--- config.mk ---
export PLATFORM = sky130hd
export DESIGN_NAME = relay_switch_backoff_limiter
export DESIGN_NICKNAME = d
export VERILOG_FILES = /design/src/rtl/rsbl_pkg.sv /design/src/rtl/rsbl_lane.sv /design/src/rtl/rsbl_merge.sv /design/src/rtl/relay_switch_backoff_limiter.sv
export SDC_FILE = /design/constraint.sdc
export NUM_CORES = 1
export LEC_CHECK = 0
export ABC_AREA = 1
export BUFFER_PORTS_ARGS = -buffer_cell sky130_fd_sc_hd__buf_2
export CAP_MARGIN = 10
export CORE_MARGIN = 4
export CORE_UTILIZATION = 40
export CTS_CLUSTER_DIAMETER = 100
export DETAILED_ROUTE_END_ITERATION = 10
export PLACE_DENSITY_LB_ADDON = 0.25
export SYNTH_ARGS = -nofsm -noshare
export SYNTH_HDL_FRONTEND = slang
export SYNTH_SLANG_ARGS = --single-unit
--- constraint.sdc ---
create_clock -name clk_i -period 3.8 [get_ports clk_i]
set_input_delay 0 -clock clk_i [delete_from_list [all_inputs] [get_ports clk_i]]
set_output_delay 0 -clock clk_i [all_outputs]
set_load 0.05 [all_outputs]
--- src/rtl/rsbl_pkg.sv ---
// ----------------------------------------------------------------------------
// rsbl_pkg
// Shared types and constants of the relay switch back-off limiter.
// ----------------------------------------------------------------------------
package rsbl_pkg;

  // Widths of the transaction fields.
  localparam int unsigned NowW       = 32;
  localparam int unsigned RelayVecW  = 8;
  localparam int unsigned CountW     = 4;
  localparam int unsigned CfgIdxW    = 2;
  localparam int unsigned CfgDataW   = 8;

  // Hold-off delay: 1 up to 512 in ten bits.
  localparam int unsigned DelayW     = 10;
  localparam logic [DelayW-1:0] DelayGrowLimit = DelayW'(5 * 60);
  localparam logic [DelayW-1:0] DelayMin       = DelayW'(1);

  // Defaults for the top-level parameters.
  localparam int unsigned NumRelaysDef = 8;
  localparam int unsigned TimeBitsDef  = 32;

  // Configuration register defaults after reset.
  localparam logic [CountW-1:0]    RelayCountRst = CountW'(8);
  localparam logic [RelayVecW-1:0] EnabledRst    = '0;
  localparam logic [RelayVecW-1:0] NcRst         = '0;

  typedef enum logic [CfgIdxW-1:0] {
    CFG_RELAY_COUNT = 2'd0,
    CFG_ENABLED     = 2'd1,
    CFG_NORM_CLOSED = 2'd2
  } cfg_idx_e;

  typedef struct packed {
    logic [NowW-1:0]      now_seconds;
    logic [RelayVecW-1:0] desired_states;
  } in_item_t;

  typedef struct packed {
    logic [RelayVecW-1:0] relay_states;
    logic [RelayVecW-1:0] drive_levels;
    logic                 any_switched;
  } out_item_t;

  // What one lane reports to the merging stage.
  typedef struct packed {
    logic held;
    logic switched;
  } lane_stat_t;

endpackage

--- src/rtl/rsbl_lane.sv ---
// ----------------------------------------------------------------------------
// rsbl_lane
// One relay: held state, time stamp of the last switch and hold-off delay.
// ----------------------------------------------------------------------------
module rsbl_lane #(
  parameter int unsigned TIME_BITS = rsbl_pkg::TimeBitsDef
) (
  input  logic                 clk_i,
  input  logic                 rst_ni,
  input  logic                 step_i,
  input  logic                 active_i,
  input  logic [TIME_BITS-1:0] now_i,
  input  logic                 desired_i,
  output rsbl_pkg::lane_stat_t stat_o
);
  import rsbl_pkg::*;

  logic                 held_q, held_d;
  logic [TIME_BITS-1:0] stamp_q, stamp_d;
  logic [DelayW-1:0]    delay_q, delay_d;
  logic [TIME_BITS-1:0] elapsed;
  logic                 can_switch;
  logic                 do_switch;

  assign elapsed    = now_i - stamp_q;
  assign can_switch = elapsed > TIME_BITS'(delay_q);
  assign do_switch  = active_i && (held_q != desired_i) && can_switch;

  always_comb begin
    held_d  = held_q;
    stamp_d = stamp_q;
    delay_d = delay_q;
    if (step_i && active_i) begin
      if (held_q != desired_i) begin
        if (can_switch) begin
          held_d  = desired_i;
          stamp_d = now_i;
          if (delay_q < DelayGrowLimit) begin
            delay_d = {delay_q[DelayW-2:0], 1'b0};
          end
        end
      end else if ((elapsed > TIME_BITS'({delay_q, 1'b0})) && (delay_q > DelayMin)) begin
        delay_d = delay_q >> 1;
      end
    end
  end

  always_ff @(posedge clk_i or negedge rst_ni) begin
    if (!rst_ni) begin
      held_q  <= 1'b0;
      stamp_q <= '0;
      delay_q <= DelayMin;
    end else begin
      held_q  <= held_d;
      stamp_q <= stamp_d;
      delay_q <= delay_d;
    end
  end

  assign stat_o.held     = held_d;
  assign stat_o.switched = step_i && do_switch;

  // The delay is always a power of two between 1 and 512.
  a_delay_pow2 : assert property (@(posedge clk_i) disable iff (!rst_ni)
    $onehot(delay_q))
    else $error("hold-off delay is not a power of two");

  // A reported switch flips the held state.
  a_switch_flips : assert property (@(posedge clk_i) disable iff (!rst_ni)
    stat_o.switched |=> (held_q != $past(held_q)))
    else $error("switch reported without a state change");

  // A relay that is not in use keeps its stamp and delay.
  a_idle_keeps : assert property (@(posedge clk_i) disable iff (!rst_ni)
    !active_i |=> ($stable(stamp_q) && $stable(delay_q)))
    else $error("relay not in use changed its state");

endmodule

--- src/rtl/rsbl_merge.sv ---
// ----------------------------------------------------------------------------
// rsbl_merge
// Combines the lane reports into one result and holds it in a two-entry
// output buffer.
// ----------------------------------------------------------------------------
module rsbl_merge #(
  parameter int unsigned NUM_RELAYS = rsbl_pkg::NumRelaysDef
) (
  input  logic                          clk_i,
  input  logic                          rst_ni,
  input  logic                          step_i,
  input  rsbl_pkg::lane_stat_t          lane_i [NUM_RELAYS],
  input  logic [rsbl_pkg::RelayVecW-1:0] nc_mask_i,
  output logic                          full_o,
  output logic                          out_valid_o,
  input  logic                          out_stall_i,
  output rsbl_pkg::out_item_t           out_data_o
);
  import rsbl_pkg::*;

  out_item_t            res;
  logic [RelayVecW-1:0] states;
  logic [RelayVecW-1:0] used;
  logic                 any_sw;

  out_item_t out_q, skid_q;
  logic      out_valid_q, skid_valid_q;
  logic      take;

  always_comb begin
    states = '0;
    used   = '0;
    any_sw = 1'b0;
    for (int i = 0; i < NUM_RELAYS; i++) begin
      states[i] = lane_i[i].held;
      used[i]   = 1'b1;
      any_sw    = any_sw | lane_i[i].switched;
    end
    res.relay_states = states;
    res.drive_levels = (states ^ nc_mask_i) & used;
    res.any_switched = any_sw;
  end

  assign take = out_valid_q && !out_stall_i;

  always_ff @(posedge clk_i or negedge rst_ni) begin
    if (!rst_ni) begin
      out_valid_q  <= 1'b0;
      skid_valid_q <= 1'b0;
    end else if (skid_valid_q) begin
      if (take) begin
        out_valid_q  <= 1'b1;
        skid_valid_q <= 1'b0;
      end
    end else if (step_i) begin
      if (!out_valid_q || take) begin
        out_valid_q <= 1'b1;
      end else begin
        skid_valid_q <= 1'b1;
      end
    end else if (take) begin
      out_valid_q <= 1'b0;
    end
  end

  always_ff @(posedge clk_i) begin
    if (skid_valid_q) begin
      if (take) begin
        out_q <= skid_q;
      end
    end else if (step_i) begin
      if (!out_valid_q || take) begin
        out_q <= res;
      end else begin
        skid_q <= res;
      end
    end
  end

  assign full_o      = skid_valid_q;
  assign out_valid_o = out_valid_q;
  assign out_data_o  = out_q;

  // The second entry only fills behind a waiting first entry.
  a_skid_order : assert property (@(posedge clk_i) disable iff (!rst_ni)
    skid_valid_q |-> out_valid_q)
    else $error("buffer entry held without an output result");

  // Nothing is taken in while the buffer is full.
  a_no_step_full : assert property (@(posedge clk_i) disable iff (!rst_ni)
    skid_valid_q |-> !step_i)
    else $error("transaction accepted with a full output buffer");

endmodule

--- src/rtl/relay_switch_backoff_limiter.sv ---
// ----------------------------------------------------------------------------
// relay_switch_backoff_limiter
// Relay switching limiter with exponential hold-off per relay.
// ----------------------------------------------------------------------------
// Each input transaction is one evaluation tick: the current time in seconds
// and the requested on/off state of every relay. Each output transaction is
// the held relay states, the pin drive levels and a flag that tells whether
// any relay switched on this tick. Exactly one output follows each input.
// Configuration (relay count, enable mask, normally-closed mask) is written
// through a separate valid/ready port that is always ready; write it only
// while no tick is in flight.
// An accepted tick's result is registered in the output register, or in the
// skid entry behind a waiting result. One tick is taken every cycle while
// there is room; the limit is the per-relay time subtract and compare, which
// all relays do side by side. Reset turns all relays off, clears their time
// stamps, sets every delay to one second, and restores count 8 with no relay
// enabled. When the receiver stalls, up to two results are held in an output
// register and a skid entry; the input stalls only once both are occupied.
// ----------------------------------------------------------------------------
module relay_switch_backoff_limiter #(
  parameter int unsigned NUM_RELAYS = rsbl_pkg::NumRelaysDef,
  parameter int unsigned TIME_BITS  = rsbl_pkg::TimeBitsDef
) (
  input  logic                          clk_i,
  input  logic                          rst_ni,
  // Tick input channel.
  input  logic                          in_valid_i,
  output logic                          in_stall_o,
  input  rsbl_pkg::in_item_t            in_data_i,
  // Result output channel.
  output logic                          out_valid_o,
  input  logic                          out_stall_i,
  output rsbl_pkg::out_item_t           out_data_o,
  // Configuration write channel.
  input  logic                          cfg_valid_i,
  output logic                          cfg_ready_o,
  input  logic [rsbl_pkg::CfgIdxW-1:0]  cfg_index_i,
  input  logic [rsbl_pkg::CfgDataW-1:0] cfg_data_i
);
  import rsbl_pkg::*;

  logic [CountW-1:0]    relay_count_q;
  logic [RelayVecW-1:0] enabled_q;
  logic [RelayVecW-1:0] nc_mask_q;

  logic                 step;
  logic                 full;
  logic [TIME_BITS-1:0] now;
  lane_stat_t           lane_stat [NUM_RELAYS];

  // The configuration port never pushes back.
  assign cfg_ready_o = 1'b1;

  always_ff @(posedge clk_i or negedge rst_ni) begin
    if (!rst_ni) begin
      relay_count_q <= RelayCountRst;
      enabled_q     <= EnabledRst;
      nc_mask_q     <= NcRst;
    end else if (cfg_valid_i) begin
      case (cfg_index_i)
        CFG_RELAY_COUNT: relay_count_q <= cfg_data_i[CountW-1:0];
        CFG_ENABLED:     enabled_q     <= cfg_data_i;
        CFG_NORM_CLOSED: nc_mask_q     <= cfg_data_i;
        default: ;
      endcase
    end
  end

  // A tick is taken whenever the output buffer still has room.
  assign in_stall_o = full;
  assign step       = in_valid_i && !full;

  // Time differences wrap at the stored stamp width.
  assign now = TIME_BITS'(in_data_i.now_seconds);

  // One lane per relay. A relay is in use when its index is below the
  // configured count and its enable bit is set; the count clips naturally
  // because lane indices never reach NUM_RELAYS.
  for (genvar g = 0; g < NUM_RELAYS; g++) begin : g_lane
    logic active;
    assign active = (relay_count_q > CountW'(g)) && enabled_q[g];

    rsbl_lane #(
      .TIME_BITS(TIME_BITS)
    ) u_lane (
      .clk_i     (clk_i),
      .rst_ni    (rst_ni),
      .step_i    (step),
      .active_i  (active),
      .now_i     (now),
      .desired_i (in_data_i.desired_states[g]),
      .stat_o    (lane_stat[g])
    );
  end

  // Merges the lane reports and buffers the result.
  rsbl_merge #(
    .NUM_RELAYS(NUM_RELAYS)
  ) u_merge (
    .clk_i       (clk_i),
    .rst_ni      (rst_ni),
    .step_i      (step),
    .lane_i      (lane_stat),
    .nc_mask_i   (nc_mask_q),
    .full_o      (full),
    .out_valid_o (out_valid_o),
    .out_stall_i (out_stall_i),
    .out_data_o  (out_data_o)
  );

endmodule

==> key figures <==
Placement
  • Global placer's final weighted congestion: about 0.96
  • Port Buffers: between 70 and 80
  • Area after detailed placement: ~0.042 sq mm
  • HPWL reported at the end of detailed placement: 107,000 um

Synthesis
  • Mapped Cells: ~6,200
  • Flip-flop and latch count after synthesis: 400
  • Cells taking the most area after synthesis: sky130_fd_sc_hd__dfrtp_1, sky130_fd_sc_hd__nand2_1, sky130_fd_sc_hd__ha_1, sky130_fd_sc_hd__inv_1, sky130_fd_sc_hd__o21ai_0
  • Sequential share of the synthesized area: 0.258
  • Area share of the largest cell type after synthesis: 0.226
  • Average cell area after synthesis: roughly 6.3 sq um
  • Yosys cell types: just under 60
  • Synth area leader: sky130_fd_sc_hd__dfrtp_1
  • Syn Std Cell Area: 0.0395 sq mm
  • Top flip-flop cell by instance count after synthesis: sky130_fd_sc_hd__dfrtp_1
  • Post-synthesis net count: 6,698
  • Async set-or-reset flop fraction in the synthesized netlist: 0.915
  • Number of flops mapped to enable cells by yosys: 34
  • Number of synthesis warnings: 0

Status
  • Result of the run: finished, violations left
  • Violations in the final reports: hold timing

Worst setup path
  • Required time at the endpoint of the critical path: 4.27 ns
  • Reg2Reg Setup Slack: 0.20 ns
  • Critical path endpoint category: flop
  • Arrival time at the worst endpoint: 4.06 ns
  • End of the worst register-to-register path: g_lane[7].u_lane.stamp_q[26]
  • Critical path peak fanout: between 40 and 50
  • Number of cells on the worst reg-to-reg path: 22
  • Startpoint kind of the worst setup timing path: flop
  • Source of the worst register-to-register timing path: g_lane[7].u_lane.stamp_q[0]
  • Class of the most critical setup path: reg2reg

Clock tree
  • Number of buffers between clock root and the deepest sink: 3
  • H-Tree Level Count: 2
  • Clock Pin Slew Worst Setup and Hold Paths: 0.06 ns
  • Clock Tree Root: sky130_fd_sc_hd__clkbuf_16
  • Clk sinks: 400
  • CTS tree: done
  • Clock insertion delay at the later pin of the skew report: about 0.65 ns
  • Number of CTS-inserted buffers: between 50 and 60

Timing
  • Pins over their slew limit: 0
  • Final clock period utilization by the worst path: 0.947
  • Slew at the pin with the worst max-slew slack: 1.02 ns
  • Final TNS setup: 0 ns
  • Final Setup Violations: 0
  • Worst relative slew slack: 0.320
  • Setup clock skew after layout: between 0.02 and 0.03 ns
  • Shortest period the worst path allows: between 3 and 4 ns
  • Min Hold Slack: -0.0242 ns
  • Highest Clock Rate: approximately 0.28 GHz
  • Final hold violation count: 4
  • Setup repair after global routing missed its margin: true

Cells and area
  • Area growth from synthesis to layout: 12.7%
  • Post-route cell area: between 0.04 and 0.05 sq mm
  • Multi-input gate area: around 0.025 sq mm
  • NumNets Final: 6,901
  • Share of cells above drive strength 1: 0.0757
  • Area taken by flip-flops and latches: ~0.010 sq mm
  • Fraction of the core area covered by cells at the end of the flow: 0.453
  • Filler Cells Inserted: about 10,000

Drt
  • Via count: just over 40,000
  • First-pass iteration count of the detailed router: 8
  • Initial detailed-routing violation count: about 3,700
  • Vias per inst: around 5.2
  • Post-DRT Antenna Nets: 0
  • Wire length per cell: 18.1 um
  • DRC violations left: 0
  • DRT Wirelength: 140,000 um

Pwr
  • Reg power frac: 0.187
  • Leakage Power: between 20 and 25 nW
  • Sw Share: 0.517
  • Sw Pwr: 18.8 mW
  • Logic gate share of total power: 0.675
  • PwrDens: about 820 mW/mm^2
  • Peak ir drop on the vdd network: 0.000358 V
  • Total power consumption of the routed design: 36.4 mW
  • Clock share of power: 0.138
  • Internal Dissipation: 17.6 mW

GRT
  • Initial antenna violation count: 7
  • Number of global-route vias before repair: about 37,000
  • Total gr overflow: 0
  • Maximum number of pins on one net before global-route repair: a little over 90
  • First-pass GRT wire length: 214,000 um
  • Global Route Usage Sum: 0.264

Job
  • Count of maximum capacitance violations: 0

Worst hold path
  • Worst Hold Class: in2async

Floorplanning
  • Chip Width: around 320 um
  • Die Height: roughly 320 um
  • Number of primary I/O pins: 75
  • Area of the die: 0.104 sq mm
  • Core region area: 0.0983 sq mm
  • Placement row count: 115
  • Initial Utilization: 0.402
cell usage after synthesis (all sizes together) (4+ instances only):
| cell type | n |
|---|---|
| or2 | 6 |
| nor2 | 569 |
| clkbuf | 20 |
| o21ai | 511 |
| xor2 | 87 |
| nand3 | 385 |
| a21boi | 12 |
| nor3 | 56 |
| nand4 | 86 |
| a21o | 16 |
| nand2 | 2088 |
| and2 | 17 |
| edfxtp | 34 |
| o22ai | 4 |
| a21oi | 334 |
| xnor2 | 29 |
| a31oi | 13 |
| o211ai | 11 |
| inv | 1023 |
| fa | 8 |
| dfstp | 9 |
| dfrtp | 357 |
| nand3b | 33 |
| ha | 408 |
| o31ai | 7 |
| o21a | 5 |
| o21bai | 21 |
| nor4 | 12 |
| buf | 57 |
layout by cell type, fill, tap and decap left out, types with 24 or more instances in the layout:
cell and count:
sky130_fd_sc_hd__a21oi_1 323, sky130_fd_sc_hd__buf_12 24, sky130_fd_sc_hd__buf_2 72, sky130_fd_sc_hd__buf_4 96
sky130_fd_sc_hd__clkbuf_16 59, sky130_fd_sc_hd__dfrtp_1 357, sky130_fd_sc_hd__dlygate4sd3_1 26, sky130_fd_sc_hd__edfxtp_1 34
sky130_fd_sc_hd__ha_1 402, sky130_fd_sc_hd__inv_1 1014, sky130_fd_sc_hd__nand2_1 2048, sky130_fd_sc_hd__nand2_2 35
sky130_fd_sc_hd__nand3_1 361, sky130_fd_sc_hd__nand3b_1 33, sky130_fd_sc_hd__nand4_1 85, sky130_fd_sc_hd__nor2_1 527
sky130_fd_sc_hd__nor2_2 36, sky130_fd_sc_hd__nor3_1 45, sky130_fd_sc_hd__o21ai_0 430, sky130_fd_sc_hd__o21ai_1 47
sky130_fd_sc_hd__o21ai_2 33, sky130_fd_sc_hd__xnor2_1 28, sky130_fd_sc_hd__xor2_1 77
kinds of logic (layout without fill, tap and decap cells):
logic type,Yosys count,in the layout,synth area share
flops,400,400,0.258
compound gates,939,939,0.128
xor+xnor,116,116,0.0259
fa+ha+maj,416,416,0.133
other cells,1,6,0.0000948
simple gates,3255,3255,0.343
buf+inv,1100,1344,0.112
critical path: stages (launching register included):
cell	delay, ns
sky130_fd_sc_hd__dfrtp_1	0.35
sky130_fd_sc_hd__ha_1	0.14
sky130_fd_sc_hd__inv_1	0.09
sky130_fd_sc_hd__fa_2	0.36
sky130_fd_sc_hd__nand2_1	0.06
sky130_fd_sc_hd__nand2_1	0.07
sky130_fd_sc_hd__and2_4	0.15
sky130_fd_sc_hd__nand2_1	0.07
sky130_fd_sc_hd__nand2_2	0.08
sky130_fd_sc_hd__xor2_2	0.17
sky130_fd_sc_hd__ha_1	0.29
sky130_fd_sc_hd__nand2_1	0.07
sky130_fd_sc_hd__or2_2	0.30
sky130_fd_sc_hd__nand3_1	0.12
sky130_fd_sc_hd__inv_1	0.05
sky130_fd_sc_hd__o211ai_1	0.17
sky130_fd_sc_hd__inv_1	0.07
sky130_fd_sc_hd__o21ai_2	0.20
sky130_fd_sc_hd__nand2_2	0.09
sky130_fd_sc_hd__buf_12	0.16
sky130_fd_sc_hd__buf_12	0.18
sky130_fd_sc_hd__nand2_1	0.09
sky130_fd_sc_hd__o21ai_2	0.05
power by group through the flow:
stage          combinational [mW]  sequential [mW]  clock [mW]
2_1_floorplan                17.5             6.94           0
3_5_place_dp                 23.8             6.83           0
4_1_cts                      24.0             6.78        5.12
6_report                     24.6             6.79        5.03
3_3_place_gp                 23.5             6.81           0
5_1_grt                      28.1             6.97        5.29
per-layer routing:
metal	vias up	share of wire	routed length [um]	GRT usage
li1	20307	-	-	-
met1	18557	0.47	65800	0.373
met2	1258	0.42	59500	0.411
met3	196	0.075	10500	0.0451
met4	4	0.031	4330	0.0861
met5	-	0.00021	30	0
area by class of cell:
type	instances	area share
clock buffers	73	0.0337
repair buffers	227	0.0451
inverters	1023	0.0862
multi-input cells	4727	0.565
diodes	5	0.000281
well taps	1287	0.0361
flip-flops and latches	400	0.229
clock inverters	21	0.00458
worst max path at each step:
stage	endpoint	start	slack (ns)	cells past startpoint
after global placement	u_merge.skid_q[6]	in_data_i[11]	0.01	20
after global routing	g_lane[1].u_lane.stamp_q[28]	in_data_i[9]	-0.06	23
after CTS	g_lane[0].u_lane.delay_q[7]	g_lane[0].u_lane.stamp_q[0]	0.01	20
after detailed placement	g_lane[5].u_lane.stamp_q[16]	in_data_i[11]	-0.04	19
final	g_lane[7].u_lane.stamp_q[26]	g_lane[7].u_lane.stamp_q[0]	0.20	22
after floorplan	u_merge.out_data_o[0]	g_lane[1].u_lane.stamp_q[0]	0.56	21
flip-flops by register name, indices dropped and copies added (netlist names), 4 cells and up:
signal / cells
g_lane.u_lane.delay_q: 80
relay_count_q: 4
nc_mask_q: 8
u_merge.out_data_o: 17
g_lane.u_lane.stamp_q: 256
enabled_q: 8
u_merge.skid_q: 17
g_lane.u_lane.held_q: 8
metrics by stage:
step,std cells,setup slack (ns)
finish,7763,0.203
detailed placement,7623,-0.0400
CTS,7743,0.0148
floorplan,6227,0.556
global route,7758,-0.0639
global placement,7623,0.0103
what timing repair did:
action,CTS,global route
setup endpoints to repair,0,287
buffers inserted,0,9
gates resized for setup,0,57
endpoints found under the hold margin,239,0
hold buffers,26,0
Note: power is estimated with default switching activity, not from simulation.
